### src/sv/cmse_pkg.sv
// Shared constants, types and hash helpers for the count-min sketch engine.
`default_nettype none
package cmse_pkg;

    localparam int unsigned ROWS_DEF        = 4;
    localparam int unsigned MAX_COLUMNS_DEF = 1024;

    localparam int unsigned HASH_W  = 64;
    localparam int unsigned COUNT_W = 64;
    localparam int unsigned CFG_W   = 11;
    localparam int unsigned IN_TDATA_W = 80;

    localparam logic [63:0] SEED_MULT = 64'h9e3779b97f4a7c15;
    localparam logic [63:0] FNV_BASIS = 64'd14695981039346656037;
    localparam logic [8:0]  FNV_PRIME_LOW = 9'h1b3;

    localparam logic CMD_UPDATE   = 1'b0;
    localparam logic CMD_ESTIMATE = 1'b1;

    typedef logic [HASH_W-1:0] t_hash;

    // Offset basis of a row, XORed with that row's golden-ratio seed.
    function automatic t_hash seeded_basis(input int unsigned row);
        logic [63:0] mult;
        mult = SEED_MULT * 64'(row + 1);
        return FNV_BASIS ^ mult;
    endfunction

    // One FNV-1a step. The prime is 2^40 + 0x1b3, so the product is a shift plus
    // a narrow multiply.
    function automatic t_hash fnv_step(input t_hash h, input logic [7:0] b);
        t_hash x;
        x = h ^ {56'd0, b};
        return (x << 40) + (x * {55'd0, FNV_PRIME_LOW});
    endfunction

endpackage
`default_nettype wire

### src/sv/cmse_queue.sv
// Two-entry queue that parts the hashing front from the counter back end.
`default_nettype none
module cmse_queue
    import cmse_pkg::*;
#(
    parameter int unsigned WIDTH = 321
) (
    input  wire logic             i_clk,
    input  wire logic             i_rst_n,
    input  wire logic             i_push,
    input  wire logic [WIDTH-1:0] i_data,
    output logic                  o_full,
    input  wire logic             i_pop,
    output logic                  o_valid,
    output logic [WIDTH-1:0]      o_data
);

    logic [WIDTH-1:0] r_mem [2];
    logic             r_wp;
    logic             r_rp;
    logic [1:0]       r_cnt;

    always_ff @(posedge i_clk) begin
        if (!i_rst_n) begin
            r_wp  <= 1'b0;
            r_rp  <= 1'b0;
            r_cnt <= 2'd0;
        end else begin
            if (i_push) begin
                r_wp <= ~r_wp;
            end
            if (i_pop) begin
                r_rp <= ~r_rp;
            end
            r_cnt <= r_cnt + {1'b0, i_push} - {1'b0, i_pop};
        end
    end

    always_ff @(posedge i_clk) begin
        if (i_push) begin
            r_mem[r_wp] <= i_data;
        end
    end

    assign o_full  = (r_cnt == 2'd2);
    assign o_valid = (r_cnt != 2'd0);
    assign o_data  = r_mem[r_rp];

endmodule
`default_nettype wire

### config.mk
export PLATFORM = sky130hd
export DESIGN_NAME = cmse_queue
export DESIGN_NICKNAME = d
export VERILOG_FILES = /design/src/sv/cmse_pkg.sv /design/src/sv/cmse_queue.sv
export SDC_FILE = /design/constraint.sdc
export NUM_CORES = 1
export LEC_CHECK = 0
export BUFFER_PORTS_ARGS = -buffer_cell sky130_fd_sc_hd__buf_2
export CORE_MARGIN = 10
export CORE_UTILIZATION = 45
export CTS_BUF_LIST = sky130_fd_sc_hd__clkbuf_8
export CTS_CLUSTER_SIZE = 28
export DETAILED_ROUTE_END_ITERATION = 10
export PLACE_DENSITY = 0.72
export SLEW_MARGIN = 10
export SYNTH_ARGS = -nofsm -noshare
export SYNTH_HDL_FRONTEND = slang
export SYNTH_SLANG_ARGS = --single-unit
### constraint.sdc
create_clock -name i_clk -period 53.1 [get_ports i_clk]
set_input_delay 10.62 -clock i_clk [delete_from_list [all_inputs] [get_ports i_clk]]
set_output_delay 10.62 -clock i_clk [all_outputs]
set_load 0.03 [all_outputs]
==> results.yml <==
clocking:
  cts_num_sinks: 647
  ctsLongestPathBuffers: 3
  cts_hold_repair.buffers: 0
  clockRootBuffer: "clkbuf_8"
  cts_tree: "yes"
  clkLatencyLatePin_ps: 690
  post_cts_buffers: 0
  numCtsBuffers: 101
  post_cts.resized_instances: 0
  htree_levels: 3
  clock_transition_time_at_the_flip_flop_clock_pins_of_the_worst_setup_and_hold_paths_ps: 60
timing:
  setup_viol: 0
  final.period_utilization: 0.294
  timing_worst_slew_pin_value_ps: 1120
  rsz0062_at_grt: "no"
  worst_clock_skew_on_the_final_layout_ps: 30.5
  maxClockFrequency_ghz: 0.0641
  holdWs_ps: 580
  totalNegativeSetupSlack_ps: 0
  finalHoldViolCount: 0
  timing.final.crit_period_ps: 15600
  slew_headroom: 0.254
  final-max-slew-violation-count: 0
synth:
  synth_area_mm2: 0.0248
  synth-warning-count: 0
  ys_seq_elements: 647
  syn_avg_cell_area_um2: 24.3
  postSynthCellCount: 1020
  synth_fp_nets: 1347
  synth-seq-area-share: 0.781
  synth_cell_type_count: 16
die:
  die-area_mm2: 0.0650
  initial_core_util: 0.452
  std_cell_rows: 86
  dieWidth_um: 255
  top_level_ports: 648
  die_h_um: 255
  floorplan.core_area_mm2: 0.0549
critical_path:
  worst_setup_path_end_kind: "primary output"
  required_ps: 42480
  critPathMaxFanout: 59
  critical-path-max-stage-delay_ps: 1050
  cpMostUsedCell: "buf_4"
  data_arrival_time_of_the_critical_path_ps: 4980
  worst_r2r_startpoint: "r_wp$_SDFFE_PN0P_"
  path_buf_inv: 4
  cp_launch_type: "flop"
  worst-r2r-cell-count: 3
  critical_path.cell_chain: "buf_4, buf_4, buf_4, mux2_4, buf_2"
  regToRegEndpoint: "r_mem[1][55]$_DFFE_PP_"
  worst_path_dominant_cell_family: "buffers and inverters"
  crit_path_category: "flop to primary output"
  regToRegSetupSlack_ps: 49560
  crit_slowest_cell: "dfxtp_4"
detailed_routing:
  post_detailed_route_count_of_antenna_violating_nets: 0
  firstDrtPassIters: 4
  drt_iter0_drc: 740
  drt-wirelength-per-cell_um: 23.4
  routed-via-count: 12400
  post_drt_via_cell_ratio: 4.89
  drt-total-wl_um: 59300
  drc_errors: 0
cells_and_area:
  post-route-util: 0.552
  area_growth_pct: 22.1
  drive_gt1_frac: 0.608
  multiInputGateArea_mm2: 0.00483
  final_common_cell: "buf_2"
  final_cell_mix: "647 x buf_2, 642 x edfxtp_1, 290 x mux2_4, 102 x clkbuf_8, 31 x mux2_2"
  design.final.nets: 2074
  fillers: 4234
  flip_flop_and_latch_area_mm2: 0.0194
placement:
  placement.io_buffers: 647
  dp_hpwl_um: 42900
  place.gp.congestion: 0.802
power_and_ir_drop:
  power.static_leakage_uw: 0.0121
  p_total_uw: 1150
  power-per-cell-area_mw_per_mm2: 38.0
  vdd.ir_drop.worst_v: 0.0000273
grt:
  antenna_found_initial: 20
  track_usage: 0.174
  grt_first_pass_wirelength_um: 83800
  grt_start_max_net_pins: 150
  grt_pass1_vias: 13300
  grt_remaining_overflow: 0
min_path:
  holdCritStartpoint: "r_rp$_SDFFE_PN0P_"
  min-delay-path-class: "flop to flop"
  whs_path_depth: 2
run_status:
  run_status: "finished clean"
job:
  drv_cap: 0
==> power breakdown <==
group / leakage (uW) / internal [uW] / switching (uW)
clock: 0.00104 / 194 / 184
sequential: 0.00607 / 592 / 9.29
combinational: 0.00498 / 67.5 / 105
==> cell families after synthesis <==
group | Yosys count | share of synthesized area
AO/OA/AOI/OAI | 1 | 0.000303
XOR/XNOR | 2 | 0.00126
adder cells (fa/ha/maj) | 2 | 0.00101
buffers and inverters | 38 | 0.0251
flip-flops | 647 | 0.781
multiplexers | 321 | 0.189
AND/OR/NAND/NOR | 9 | 0.00227
==> Yosys cell counts, drive strengths merged <==
library cell / n / area (um^2)
edfxtp: 642 / 19300
mux2: 321 / 4700
buf: 36 / 617
dfxtp: 5 / 100
and2: 4 / 25.0
nor2b: 4 / 25.0
ha: 2 / 25.0
inv: 2 / 7.51
o21a: 1 / 7.51
or2: 1 / 6.26
xnor3: 1 / 22.5
xor2: 1 / 8.76
==> sequential cells by signal (all words and copies together), names as in the netlist, named ones only <==
name,count
r_cnt,2
r_mem,642
r_rp,1
r_wp,1
==> worst max path at each step <==
stage / startpoint / end / slack [ps] / cells after the start
after floorplan: i_push / r_wp$_SDFFE_PN0P_ / 27520 / 2
after global placement: flop / o_data[105] / 38240 / 5
after detailed placement: flop / o_data[51] / 38160 / 5
after CTS: flop / o_data[51] / 37390 / 5
after global routing: flop / o_data[55] / 37190 / 5
final: flop / o_data[100] / 37500 / 5
==> worst min-delay path, cell delays in order (launching register included) <==
cell and delay [ps]:
dfxtp_1 330, xor2_1 70, and2_1 140
==> area by class of cell <==
class	instances	area share
Antenna cell	12	0.000991
Clock buffer	102	0.0463
Clock inverter	72	0.0139
Inverter	2	0.000248
Multi-Input combinational cell	335	0.159
Sequential cell	647	0.640
Tap cell	704	0.0291
Timing Repair Buffer	660	0.110
==> stage by stage <==
| stage | setup WS, ps | std cells | instance area, um^2 |
|---|---|---|---|
| 2_1_floorplan | 27520 | 1020 | 24800 |
| 3_5_place_dp | 38160 | 2348 | 28500 |
| 6_report | 37500 | 2534 | 30300 |
| 3_3_place_gp | 38240 | 2348 | 28500 |
| 5_1_grt | 37190 | 2532 | 30300 |
| 4_1_cts | 37390 | 2522 | 30300 |
==> per-layer routing <==
metal / track usage / vias to the layer above / share of wire
li1: - / 5554 / -
met1: 0.186 / 6212 / 0.35
met2: 0.308 / 500 / 0.53
met3: 0.0684 / 112 / 0.088
met4: 0.0614 / 16 / 0.025
met5: 0 / - / 0.0019
(Power assumes the default switching activity.)
