### src/sv/cmse_pkg.sv
// Shared constants, types and hash helpers for the count-min sketch engine.
`default_nettype none
package cmse_pkg;

    localparam int unsigned ROWS_DEF        = 4;
    localparam int unsigned MAX_COLUMNS_DEF = 1024;

    localparam int unsigned HASH_W  = 64;
    localparam int unsigned COUNT_W = 64;
    localparam int unsigned CFG_W   = 11;
    localparam int unsigned IN_TDATA_W = 80;

    localparam logic [63:0] SEED_MULT = 64'h9e3779b97f4a7c15;
    localparam logic [63:0] FNV_BASIS = 64'd14695981039346656037;
    localparam logic [8:0]  FNV_PRIME_LOW = 9'h1b3;

    localparam logic CMD_UPDATE   = 1'b0;
    localparam logic CMD_ESTIMATE = 1'b1;

    typedef logic [HASH_W-1:0] t_hash;

    // Offset basis of a row, XORed with that row's golden-ratio seed.
    function automatic t_hash seeded_basis(input int unsigned row);
        logic [63:0] mult;
        mult = SEED_MULT * 64'(row + 1);
        return FNV_BASIS ^ mult;
    endfunction

    // One FNV-1a step. The prime is 2^40 + 0x1b3, so the product is a shift plus
    // a narrow multiply.
    function automatic t_hash fnv_step(input t_hash h, input logic [7:0] b);
        t_hash x;
        x = h ^ {56'd0, b};
        return (x << 40) + (x * {55'd0, FNV_PRIME_LOW});
    endfunction

endpackage
`default_nettype wire

### src/sv/cmse_front.sv
// Front end: accepts key bytes and runs the per-row FNV-1a hashes.
`default_nettype none
module cmse_front
    import cmse_pkg::*;
#(
    parameter int unsigned ROWS = ROWS_DEF
) (
    input  wire logic                     i_clk,
    input  wire logic                     i_rst_n,
    input  wire logic                     i_accept,
    input  wire logic                     i_cmd,
    input  wire logic [7:0]               i_key_byte,
    input  wire logic                     i_byte_present,
    input  wire logic                     i_key_last,
    input  wire logic [COUNT_W-1:0]       i_count,
    output logic                          o_push,
    output logic [ROWS*HASH_W+COUNT_W:0]  o_job
);

    t_hash r_hash [ROWS];
    t_hash n_hash [ROWS];

    always_comb begin
        for (int r = 0; r < ROWS; r++) begin
            n_hash[r] = i_byte_present ? fnv_step(r_hash[r], i_key_byte) : r_hash[r];
            o_job[COUNT_W + 1 + r*HASH_W +: HASH_W] = n_hash[r];
        end
        o_job[COUNT_W]     = i_cmd;
        o_job[COUNT_W-1:0] = i_count;
    end

    assign o_push = i_accept && i_key_last;

    always_ff @(posedge i_clk) begin
        if (!i_rst_n) begin
            for (int r = 0; r < ROWS; r++) begin
                r_hash[r] <= seeded_basis(r);
            end
        end else if (i_accept) begin
            for (int r = 0; r < ROWS; r++) begin
                r_hash[r] <= i_key_last ? seeded_basis(r) : n_hash[r];
            end
        end
    end

endmodule
`default_nettype wire

### config.mk
export PLATFORM = sky130hd
export DESIGN_NAME = cmse_front
export DESIGN_NICKNAME = d
export VERILOG_FILES = /design/src/sv/cmse_pkg.sv /design/src/sv/cmse_front.sv
export SDC_FILE = /design/constraint.sdc
export NUM_CORES = 2
export LEC_CHECK = 0
export BUFFER_PORTS_ARGS = -buffer_cell sky130_fd_sc_hd__buf_2
export CORE_MARGIN = 8
export CORE_UTILIZATION = 35
export DETAILED_ROUTE_END_ITERATION = 8
export PLACE_DENSITY = 0.61
export SLEW_MARGIN = 40
export SYNTH_ARGS = -nofsm -noshare
export SYNTH_HDL_FRONTEND = slang
export SYNTH_SLANG_ARGS = --single-unit
### constraint.sdc
create_clock -name i_clk -period 7.1 [get_ports i_clk]
set_input_delay 0.355 -clock i_clk [delete_from_list [all_inputs] [get_ports i_clk]]
set_output_delay 0.355 -clock i_clk [all_outputs]
set_load 0.05 [all_outputs]
==> impl_metrics.ini <==
[clock_network]
htreeDepth = 2
cts_sinks = 256
cts_tree = yes
cts_max_path_buffers = 3
cts_buffers = 41
clock_latency_ns = 0.65
cts_root_buffer = clkbuf_16
clk_transition_reported_paths_ns = 0.06

[worst_setup_path]
end_kind = primary output
critPathLaunchType = flip-flop
reg2regPathDepth = 23
crit_path_end = o_job[188]
startpoint = r_hash[1][13]$_SDFFCE_PP0P_
r2r-start = r_hash[1][13]$_SDFFCE_PP0P_
critical_path.max_fanout = 7
cp.arrival_ns = 6.54
worst-setup-path-type = reg2out
timing.rr.end = r_hash[1][57]$_SDFFCE_PP1P_
worstPathRequired_ns = 6.74
r2r_setup_slack_ns = 1.06

[floorplanning]
start_util_pct = 35.3
die_x_um = 435
top_level_ports = 400
die_area_um2 = 189000
core_area_um2 = 174000
fp.dieH_um = 435
rows = 153

[route]
drc = 0
vias = 46535
via_per_inst = 5.00
ant_nets = 0
drt_wl_total_mm = 196
drtPass1Iterations = 6
wl_per_cell_um = 21.0
initialDrtViolationCount = 2988

[yosys]
synth-seq-area-share_pct = 12.5
synth.cells.most_frequent = inv_1 (1773), fa_1 (840), ha_1 (784)
ys_ff_latch = 256
synth_top_area_cell = fa_1
synth_async_sr_flop_share_pct = 0
synth.distinct_cells = 89
synth_nets = 8519
syn_area_per_cell_um2 = 9.00
synth_edf_count = 256
synth.top_cell.area_share_pct = 27.4
yosysMostFrequentCell = inv_1
synth_area_leaders = fa_1 (27%), ha_1 (16%), edfxtp_1 (13%), inv_1 (11%), xnor2_1 (4.1%)
postSynthCellCount = 6817
ys_warn_count = 0
synth_flop_cell = edfxtp_1
syn_area_um2 = 61400

[timing]
setup_tns_ns = 0
finalMaxSlewViolations = 0
clock_skew_ns = 0.0202
rsz0062_at_grt = yes
max_freq_mhz = 145
whs_ns = 0.291
setup_viol = 0
post-route-period-util_pct = 97.1
hold_violations = 0
relSlewSlack_pct = 39.3
fin_crit_ns = 6.90
max_slew.worst_pin.slew_ns = 0.910

[finish]
drive_above_1_share_pct = 11.1
final_util_pct = 39.2
nets = 8652
stdcell_area_um2 = 68300
largest_reg_flops = 256
reg_top3 = r_hash: 256 flops
area_growth_pct = 11.3
max_flop_register = r_hash

[global_routing]
grt-ovfl-total = 0
grt_max_degree = 155
grt_pass1_wl_mm = 300
grt_pass1_vias = 48597
grt_usage_pct = 20.2
grt_antenna_before_repair = 2

[place]
place_area_um2 = 65500
port-buffer-count = 269
place.gp.congestion = 0.991
hpwlAfterDp_mm = 168

[hold_path]
hold_class = in2reg

[job]
maxCapViolations = 0

[run_status]
status = finished, final reports clean
## repair_timing
item / in CTS / in global routing
pin swaps: 12 / 42
hold buffers: 0 / 0
setup endpoints to repair: 83 / 92
resized for setup: 66 / 144
setup buffers: 12 / 27
## stage by stage
stage          cells  worst slack [ns]
6_report        9309             0.203
5_1_grt         9308           -0.0255
4_1_cts         9279          0.000420
3_5_place_dp    9191           -0.0518
3_3_place_gp    9191            0.0412
2_1_floorplan   6817             0.463
## per-layer routing
| layer | share of wire (%) | GRT usage (%) | up-vias |
|---|---|---|---|
| li1 | - | - | 21835 |
| met1 | 43 | 26.0 | 23448 |
| met2 | 48 | 34.4 | 1000 |
| met3 | 4.0 | 2.58 | 252 |
| met4 | 4.8 | 7.74 | 0 |
| met5 | 0 | 0 | - |
## cell usage in the layout (no fill, tap or decap), types with 16 or more instances in the layout
cell,netlist,layout
a211o_1,26,26
a211oi_1,38,26
a21o_1,264,263
a21oi_1,310,300
a31oi_1,36,33
and2_1,112,111
and3_1,31,29
buf_12,0,49
buf_2,27,211
buf_4,65,109
clkbuf_16,0,43
edfxtp_1,256,256
fa_1,840,839
ha_1,784,747
ha_2,0,27
inv_1,1773,1771
mux2_2,118,119
mux2i_1,16,16
nand2_1,322,318
nand2b_1,130,129
nand3_1,64,62
nand4_1,71,71
nor2_1,173,167
nor2b_1,57,57
nor3_1,35,33
o211ai_1,20,20
o21a_1,25,25
o21ai_0,201,193
o21ai_1,26,21
o21bai_1,55,52
or3_1,23,23
xnor2_1,290,273
xnor2_2,0,16
xor2_1,220,205
## critical path: stages (launching register included)
cell and delay, ns:
edfxtp_1 0.53, ha_1 0.45, inv_1 0.12, fa_1 0.49
inv_1 0.05, fa_1 0.47, inv_1 0.05, fa_1 0.48
inv_1 0.05, ha_1 0.27, ha_2 0.42, nand4_1 0.20
nor4b_2 0.30, o21ai_2 0.14, a21oi_1 0.20, o211ai_1 0.12
buf_4 0.17, a31oi_1 0.22, buf_4 0.20, a31oi_4 0.11
nor3_2 0.15, mux2i_1 0.11, or3_1 0.38, buf_4 0.21
## layout make-up
type / instances / area [µm²]
fillers: 17530 / 106000
flip-flops and latches: 256 / 7690
multi-input cells: 4498 / 46700
clock inverters: 26 / 278
well taps: 2325 / 2910
repair buffers: 380 / 2980
diodes: 1 / 2.50
clock buffers: 50 / 1100
inverters: 1773 / 6660
## kinds of logic (layout without fill, tap and decap cells)
group | after synthesis | in the layout | share of synthesized area (%)
AOI/OAI and AO/OA | 1165 | 1165 | 12.5
xor gates and xnor gates | 510 | 510 | 7.28
adders and majority gates | 1624 | 1624 | 43.4
buffers and inverters | 2063 | 2229 | 13.1
DFF | 256 | 256 | 12.5
muxes | 137 | 137 | 2.49
other | 0 | 1 | 0
and+or+nand+nor | 1062 | 1062 | 8.70
## worst min-delay path by stage
stage | startpoint | end | slack (ns) | depth (start not counted)
6_report | i_byte_present | r_hash[1][51]$_SDFFCE_PP1P_ | 0.29 | 2
5_1_grt | i_byte_present | r_hash[1][51]$_SDFFCE_PP1P_ | 0.29 | 2
3_3_place_gp | r_hash[3][53]$_SDFFCE_PP1P_ | r_hash[3][53]$_SDFFCE_PP1P_ | 0.62 | 2
4_1_cts | i_byte_present | r_hash[1][51]$_SDFFCE_PP1P_ | 0.23 | 2
3_5_place_dp | r_hash[3][53]$_SDFFCE_PP1P_ | r_hash[3][53]$_SDFFCE_PP1P_ | 0.64 | 2
2_1_floorplan | i_key_last | r_hash[2][1]$_SDFFCE_PP1P_ | 0.53 | 1
Power is not shown: default switching activity piles up to over one toggle a cycle in this logic, so the estimate is an artifact.
